<file path="src/rtl/hdmi_vsdb_stereo_scan_macros.svh">
// Assertion macros used by the stereo scan parser (hvss_parse).
// Each macro expects clk and rst_n in scope; no other dependencies.
`ifndef HDMI_VSDB_STEREO_SCAN_MACROS_SVH
`define HDMI_VSDB_STEREO_SCAN_MACROS_SVH

// same-cycle implication
`define HVSS_ASSERT_NOW(label, ante, cons, msg) \
    label: assert property (@(posedge clk) disable iff (!rst_n) (ante) |-> (cons)) \
        else $error(msg);

// next-cycle implication
`define HVSS_ASSERT_NEXT(label, ante, cons, msg) \
    label: assert property (@(posedge clk) disable iff (!rst_n) (ante) |=> (cons)) \
        else $error(msg);

`endif

</file>
<file path="src/rtl/hvss_pkg.sv">
// Package for the HDMI vendor block stereo scan: beat type, offsets and byte codes.
// No dependencies; imported by hvss_parse and hdmi_vsdb_stereo_scan.
package hvss_pkg;

    localparam int BLOCK_BYTES = 128;
    localparam int OFFSET_W    = $clog2(BLOCK_BYTES);
    localparam int HDR_W       = OFFSET_W + 2;

    localparam logic [OFFSET_W-1:0] LAST_OFFSET      = OFFSET_W'(BLOCK_BYTES - 1);
    localparam logic [OFFSET_W-1:0] COLL_END_OFFSET  = OFFSET_W'(2);
    localparam logic [OFFSET_W-1:0] COLL_START       = OFFSET_W'(4);
    localparam logic [HDR_W-1:0]    FIRST_HDR_OFFSET = HDR_W'(4);

    localparam logic [1:0] TAG_VENDOR   = 2'b11;
    localparam logic [4:0] MIN_VSDB_LEN = 5'd8;

    localparam logic [7:0] OUI_BYTE0 = 8'h03;
    localparam logic [7:0] OUI_BYTE1 = 8'h0c;
    localparam logic [7:0] OUI_BYTE2 = 8'h00;

    localparam logic [4:0] REL_OUI0  = 5'd1;
    localparam logic [4:0] REL_OUI1  = 5'd2;
    localparam logic [4:0] REL_OUI2  = 5'd3;
    localparam logic [4:0] REL_FLAGS = 5'd8;
    localparam logic [4:0] REL_AFTER_FLAGS = 5'd9;
    localparam logic [4:0] LATENCY_SKIP    = 5'd2;

    localparam int FLAG_LATENCY_BIT    = 7;
    localparam int FLAG_I_LATENCY_BIT  = 6;
    localparam int FLAG_HDMI_VIDEO_BIT = 5;
    localparam int STEREO_PRESENT_BIT  = 7;

    typedef struct packed {
        logic [7:0] data;
        logic       last;
        logic       clear;
    } beat_t;

endpackage

</file>
<file path="src/rtl/hvss_parse.sv">
// Parse state and next-state logic for the data block walk and stereo flag.
// Depends on hvss_pkg and hdmi_vsdb_stereo_scan_macros.svh.
`include "hdmi_vsdb_stereo_scan_macros.svh"

module hvss_parse (
    input  logic           clk,
    input  logic           rst_n,
    input  logic           advance,
    input  hvss_pkg::beat_t beat,
    output logic           flag_next
);
    import hvss_pkg::*;

    logic [OFFSET_W-1:0] byte_offset_reg, byte_offset_next;
    logic [7:0]          collection_end_reg, collection_end_next;
    logic [HDR_W-1:0]    next_header_reg, next_header_next;
    logic [4:0]          block_length_reg, block_length_next;
    logic                candidate_reg, candidate_next;
    logic                oui_matched_reg, oui_matched_next;
    logic [4:0]          stereo_offset_reg, stereo_offset_next;
    logic                flag_reg;

    logic [HDR_W-1:0]    offset_wide;
    logic [7:0]          coll_end_cur;
    logic [4:0]          len_new;
    logic [4:0]          rel;
    logic [4:0]          stereo_pos;

    always_comb
    begin
        offset_wide  = HDR_W'(byte_offset_reg);
        coll_end_cur = (byte_offset_reg == COLL_END_OFFSET) ? beat.data : collection_end_reg;
        len_new      = beat.data[4:0];
        rel          = byte_offset_reg[4:0] - next_header_reg[4:0] + block_length_reg + 5'd1;
        stereo_pos   = REL_AFTER_FLAGS
                     + (beat.data[FLAG_LATENCY_BIT]   ? LATENCY_SKIP : 5'd0)
                     + (beat.data[FLAG_I_LATENCY_BIT] ? LATENCY_SKIP : 5'd0);

        collection_end_next = coll_end_cur;
        next_header_next    = next_header_reg;
        block_length_next   = block_length_reg;
        candidate_next      = candidate_reg;
        oui_matched_next    = oui_matched_reg;
        stereo_offset_next  = stereo_offset_reg;
        flag_next           = flag_reg & ~beat.clear;

        if (offset_wide == next_header_reg)
        begin
            if (byte_offset_reg >= COLL_START && {1'b0, byte_offset_reg} < coll_end_cur)
            begin
                block_length_next  = len_new;
                candidate_next     = (beat.data[6:5] == TAG_VENDOR) && (len_new >= MIN_VSDB_LEN);
                oui_matched_next   = 1'b0;
                stereo_offset_next = 5'd0;
                next_header_next   = offset_wide + HDR_W'(len_new) + HDR_W'(1);
            end
            else
            begin
                candidate_next = 1'b0;
            end
        end
        else if (candidate_reg && offset_wide < next_header_reg)
        begin
            case (rel)
                REL_OUI0:  oui_matched_next = (beat.data == OUI_BYTE0);
                REL_OUI1:  if (beat.data != OUI_BYTE1) oui_matched_next = 1'b0;
                REL_OUI2:  if (beat.data != OUI_BYTE2) oui_matched_next = 1'b0;
                REL_FLAGS:
                begin
                    if (oui_matched_reg && beat.data[FLAG_HDMI_VIDEO_BIT])
                        stereo_offset_next = (stereo_pos <= block_length_reg) ? stereo_pos : 5'd0;
                end
                default:
                begin
                    if (stereo_offset_reg != 5'd0 && rel == stereo_offset_reg
                        && beat.data[STEREO_PRESENT_BIT])
                        flag_next = 1'b1;
                end
            endcase
        end

        if (beat.last || byte_offset_reg >= LAST_OFFSET)
        begin
            byte_offset_next    = '0;
            collection_end_next = 8'd0;
            next_header_next    = FIRST_HDR_OFFSET;
            block_length_next   = 5'd0;
            candidate_next      = 1'b0;
            oui_matched_next    = 1'b0;
            stereo_offset_next  = 5'd0;
        end
        else
        begin
            byte_offset_next = byte_offset_reg + OFFSET_W'(1);
        end
    end

    always_ff @(posedge clk or negedge rst_n)
    begin
        if (!rst_n)
        begin
            byte_offset_reg    <= '0;
            collection_end_reg <= 8'd0;
            next_header_reg    <= FIRST_HDR_OFFSET;
            block_length_reg   <= 5'd0;
            candidate_reg      <= 1'b0;
            oui_matched_reg    <= 1'b0;
            stereo_offset_reg  <= 5'd0;
            flag_reg           <= 1'b0;
        end
        else if (advance)
        begin
            byte_offset_reg    <= byte_offset_next;
            collection_end_reg <= collection_end_next;
            next_header_reg    <= next_header_next;
            block_length_reg   <= block_length_next;
            candidate_reg      <= candidate_next;
            oui_matched_reg    <= oui_matched_next;
            stereo_offset_reg  <= stereo_offset_next;
            flag_reg           <= flag_next;
        end
    end

    `HVSS_ASSERT_NEXT(a_last_restarts, advance && beat.last, byte_offset_reg == '0, "last beat did not restart offset")
    `HVSS_ASSERT_NEXT(a_flag_sticky, advance && !beat.clear && flag_reg, flag_reg, "stereo flag dropped without clear")
    `HVSS_ASSERT_NOW(a_header_floor, 1'b1, next_header_reg >= FIRST_HDR_OFFSET, "header offset below collection start")

endmodule

</file>
<file path="src/rtl/hdmi_vsdb_stereo_scan.sv">
// Top level of the HDMI vendor block stereo scan: beat register, parser, result register.
// Depends on hvss_pkg and hvss_parse.
//
//  channel   signals                                   direction
//  data      data_valid data_stall data_byte
//            last_byte clear_flag                      into block
//  result    result_valid result_stall
//            stereo_supported                          out of block
//
// One result beat per data beat; a beat passes the beat register, then the result register.
// Throughput is one beat per cycle while the result is not stalled, set by the single parse stage between the
// beat register and the result register.
// Reset clears the parse position, the stereo flag and both valid flags.
// A stalled result holds the parse stage; one further data beat waits in the beat register.

module hdmi_vsdb_stereo_scan (
    input  logic       clk,
    input  logic       rst_n,
    input  logic       data_valid,
    output logic       data_stall,
    input  logic [7:0] data_byte,
    input  logic       last_byte,
    input  logic       clear_flag,
    output logic       result_valid,
    input  logic       result_stall,
    output logic       stereo_supported
);
    import hvss_pkg::*;

    logic  hold_valid_reg, hold_valid_next;
    beat_t beat_reg;
    logic  res_valid_reg, res_valid_next;
    logic  res_flag_reg;
    logic  advance;
    logic  accept;
    logic  flag_next;

    assign advance    = hold_valid_reg && (!res_valid_reg || !result_stall);
    assign data_stall = hold_valid_reg && !advance;
    assign accept     = data_valid && !data_stall;

    always_comb
    begin
        hold_valid_next = hold_valid_reg;
        if (accept)
            hold_valid_next = 1'b1;
        else if (advance)
            hold_valid_next = 1'b0;

        res_valid_next = res_valid_reg && result_stall;
        if (advance)
            res_valid_next = 1'b1;
    end

    always_ff @(posedge clk or negedge rst_n)
    begin
        if (!rst_n)
        begin
            hold_valid_reg <= 1'b0;
            res_valid_reg  <= 1'b0;
        end
        else
        begin
            hold_valid_reg <= hold_valid_next;
            res_valid_reg  <= res_valid_next;
        end
    end

    always_ff @(posedge clk)
    begin
        if (accept)
            beat_reg <= '{data: data_byte, last: last_byte, clear: clear_flag};
        if (advance)
            res_flag_reg <= flag_next;
    end

    hvss_parse u_parse (
        .clk       (clk),
        .rst_n     (rst_n),
        .advance   (advance),
        .beat      (beat_reg),
        .flag_next (flag_next)
    );

    assign result_valid     = res_valid_reg;
    assign stereo_supported = res_flag_reg;

endmodule

</file>
<file path="config.mk">
export PLATFORM = sky130hd
export DESIGN_NAME = hdmi_vsdb_stereo_scan
export DESIGN_NICKNAME = d
export VERILOG_FILES = /design/src/rtl/hvss_pkg.sv /design/src/rtl/hvss_parse.sv /design/src/rtl/hdmi_vsdb_stereo_scan.sv
export VERILOG_INCLUDE_DIRS = /design/src /design/src/rtl
export SDC_FILE = /design/constraint.sdc
export NUM_CORES = 1
export LEC_CHECK = 0
export BUFFER_PORTS_ARGS = -buffer_cell sky130_fd_sc_hd__buf_2
export CAP_MARGIN = 20
export CELL_PAD_IN_SITES_DETAIL_PLACEMENT = 0
export CELL_PAD_IN_SITES_GLOBAL_PLACEMENT = 1
export CORE_ASPECT_RATIO = 1.2
export CORE_UTILIZATION = 25
export CTS_CLUSTER_SIZE = 25
export DETAILED_ROUTE_END_ITERATION = 8
export GPL_TIMING_DRIVEN = 0
export PLACE_DENSITY = 0.57
export RECOVER_POWER = 100
export REMOVE_ABC_BUFFERS = 1
export SYNTH_ARGS = -nofsm -noshare
export SYNTH_HDL_FRONTEND = slang
export SYNTH_SLANG_ARGS = --single-unit
</file>
<file path="constraint.sdc">
create_clock -name clk -period 3.3 [get_ports clk]
set_input_delay 0.66 -clock clk [delete_from_list [all_inputs] [get_ports clk]]
set_output_delay 0.66 -clock clk [all_outputs]
set_load 0.05 [all_outputs]
</file>
==> metrics.md <==
| Metric | Value |
|---|---|
| Status | `finished, violations left` |
| Failing checks | `max-capacitance violations, max-slew violations` |
| Crit path kind | `flip-flop to flip-flop` |
| RSZ-0062 raised after global routing | `false` |
| Hpwl dp | `5.96 mm` |
| Number of flip-flops in the largest register | `10` |
| Synth Flop Type | `dfrtp_1` |
| Switching share of power | `0.386` |
| Max Slew Vio Count | `38` |
| Top cells by area, synth | `dfrtp_1 (28%), ha_1 (12%), edfxtp_1 (10%), nand2_1 (4.7%), inv_1 (3.9%)` |
| Die width | `106 um` |
| Initial detailed-routing violation count | `163` |
| Worst setup EP type | `flip-flop` |
| Netlist Area Pre-Place | `3270 um^2` |
| Register area share after synthesis | `0.384` |
| WL met1 | `3.67 mm` |
| Routed wire length | `8.12 mm` |
| Site Rows | `45` |
| Crit Path Max Fanout | `7` |
| Post-synthesis cell count | `347` |
| Antenna Violating Nets Remaining | `0` |
| Initial antenna violation count | `0` |
| Root Buffer | `clkbuf_16` |
| Gate power share | `0.418` |
| Switch Pwr | `0.836 mW` |
| Total grt overflow | `0` |
| Wire length on met2 | `4.17 mm` |
| Largest net degree at the start of global routing | `38` |
| Register-to-register setup slack | `230 ps` |
| WL per Instance | `15.3 um` |
| Final min period | `3070 ps` |
| Clk_lat worst skew | `290 ps` |
| Yosys top cell by area | `dfrtp_1` |
| Dpl cells | `516` |
| Final cell count without fillers | `530` |
| Pwr/cell area | `584 nW/um^2` |
| Port Buffers | `16` |
| Sequential power share | `0.351` |
| Setup TNS Final | `0 ps` |
| Synthesized area per cell | `9.43 um^2` |
| Total track usage | `0.127` |
| CP Data Required Time | `3340 ps` |
| Commonest non-fill, non-tap cell in the layout | `nand2_1` |
| Final layout net count | `416` |
| Post-synth ARST share | `0.771` |
| Full die area | `13600 um^2` |
| Vias | `2555` |
| Hold buffers post-CTS | `0` |
| Max VDD drop | `0.298 mV` |
| DR WL met3 | `110 um` |
| Max cap viols | `1` |
| Worst Setup SP | `u_parse.byte_offset_reg[0]` |
| Worst hold start | `u_parse.collection_end_reg[6]` |
| Critical Path AT | `3120 ps` |
| Share of the synthesized area in the top cell type | `0.275` |
| Final core utilization | `0.292` |
| First-pass GRT wire length | `13.1 mm` |
| # diodes | `0` |
| Final period utilization | `0.932` |
| Starting Density | `0.257` |
| Rel. slew slack | `-0.468` |
| Vias per cell | `4.82` |
| CTS H-Tree Depth | `2` |
| CTS tree | `built` |
| Number of global-route vias before repair | `2443` |
| Share of cells above drive strength 1 | `0.107` |
| Leak | `1.60 nW` |
| Synth warn | `0` |
| Fmax | `0.325 GHz` |
| Unique masters post-synth | `53` |
| Top routing layer in use | `met4` |
| Worst Skew | `12.3 ps` |
| RR Startpoint | `u_parse.byte_offset_reg[0]` |
| Power Internal | `1.33 mW` |
| IO Count | `17` |
| DP Worst Slack | `-728 ps` |
| Gpl congestion | `0.751` |
| Clock Sinks | `48` |
| Crit path launch type | `flip-flop` |
| Final-report hold violation count | `0` |
| Core footprint | `12700 um^2` |
| Worst hold path type | `flip-flop to flip-flop` |
| Least-Margin Pin Slew | `2200 ps` |
| Most frequent cells in the layout | `nand2_1 (41), inv_1 (33), ha_1 (32)` |
| Drt pass-1 iters | `4` |
| Reg clk slew, reported paths | `70 ps` |
| Endpoints failing setup | `0` |
| CTS Buf Count | `5` |
| Area growth syn-to-layout | `13.4%` |
| Post-synth EDFFs | `11` |
| Clock network fraction of total power | `0.231` |
| Die H | `127 um` |
| CTS max path bufs | `2` |
| Min setup slack post-route | `225 ps` |
| Synthesized flop and latch total | `48` |
| Remaining DRCs | `0` |
-- synthesized netlist by cell type (5+ instances only) --
cell,instances
nand3_1,11
edfxtp_1,11
a21oi_1,13
o22ai_1,5
mux2i_1,5
clkbuf_1,6
inv_1,34
o31ai_1,11
nand2_1,41
o21ai_0,16
xor2_1,6
dfrtp_1,36
a21o_1,6
and3_1,7
ha_1,32
nor2_1,13
xnor2_1,11
nor3_1,7
o21ai_1,10
fa_1,5
-- worst max-delay path, cell delays in order, from the launching register on --
cell and delay, ps:
dfrtp_2 420, inv_2 90, fa_1 530, inv_1 50, ha_1 190, nor2_1 160
fa_1 580, nand3b_1 150, o21a_1 130, nor3_1 40, a31oi_1 200, nor3_1 80
nand3_1 120, o21ai_0 90
-- power by group through the flow --
stage,combinational [mW],sequential (mW),clock [mW]
after floorplan,0.664,0.747,0
after global routing,1.04,0.772,0.536
final,0.907,0.760,0.500
after CTS,0.900,0.765,0.517
after global placement,0.866,0.775,0
after detailed placement,0.871,0.776,0
-- routing by layer --
layer,up-vias,GRT usage
met4,0,0.0516
met5,-,0
li1,1276,-
met3,9,0.0148
met1,1240,0.154
met2,30,0.226
-- worst paths after layout --
| check | endpoint | cells after the start |
|---|---|---|
| worst max-delay path | stereo_supported | 13 |
| worst min-delay path | u_parse.collection_end_reg[6] | 2 |
| worst max register to register | stereo_supported | 13 |
| worst min register to register | u_parse.collection_end_reg[6] | 2 |
| max in group asynchronous | u_parse.byte_offset_reg[1] | 1 |
| min in group asynchronous | u_parse.next_header_reg[4] | 1 |
-- cells by family (layout without fill, tap and decap cells) --
group / count (synthesis) / count (layout) / share of synthesized area
AND/OR/NAND/NOR: 106 / 106 / 0.164
AO/OA/AOI/OAI: 87 / 88 / 0.175
flip-flops: 48 / 48 / 0.384
buffers and inverters: 47 / 65 / 0.0627
adder cells (fa/ha/maj): 37 / 37 / 0.153
XOR/XNOR: 17 / 17 / 0.0455
multiplexers: 5 / 5 / 0.0153
-- through the flow --
stage	hold slack, ps	area, um^2	power (mW)
floorplan	364	3200	1.41
global placement	459	3480	1.64
detailed placement	467	3490	1.65
CTS	482	3680	2.18
global route	511	3710	2.35
finish	481	3710	2.17
-- final cells by class --
| class | instances | area, um^2 |
|---|---|---|
| Multi-Input combinational cell | 253 | 1840 |
| Sequential cell | 48 | 1260 |
| Timing Repair Buffer | 22 | 131 |
| Fill cell | 1396 | 9010 |
| Tap cell | 164 | 205 |
| Clock inverter | 2 | 12.5 |
| Inverter | 35 | 131 |
| Clock buffer | 6 | 129 |
-- what timing repair did --
item / 4_1_cts / 5_1_grt
cloned: 0 / 1
pin swaps: 0 / 2
buffers inserted: 3 / 2
endpoints found under the setup margin: 20 / 20
gates resized for setup: 4 / 8
Power figures use the tool's default switching activity.
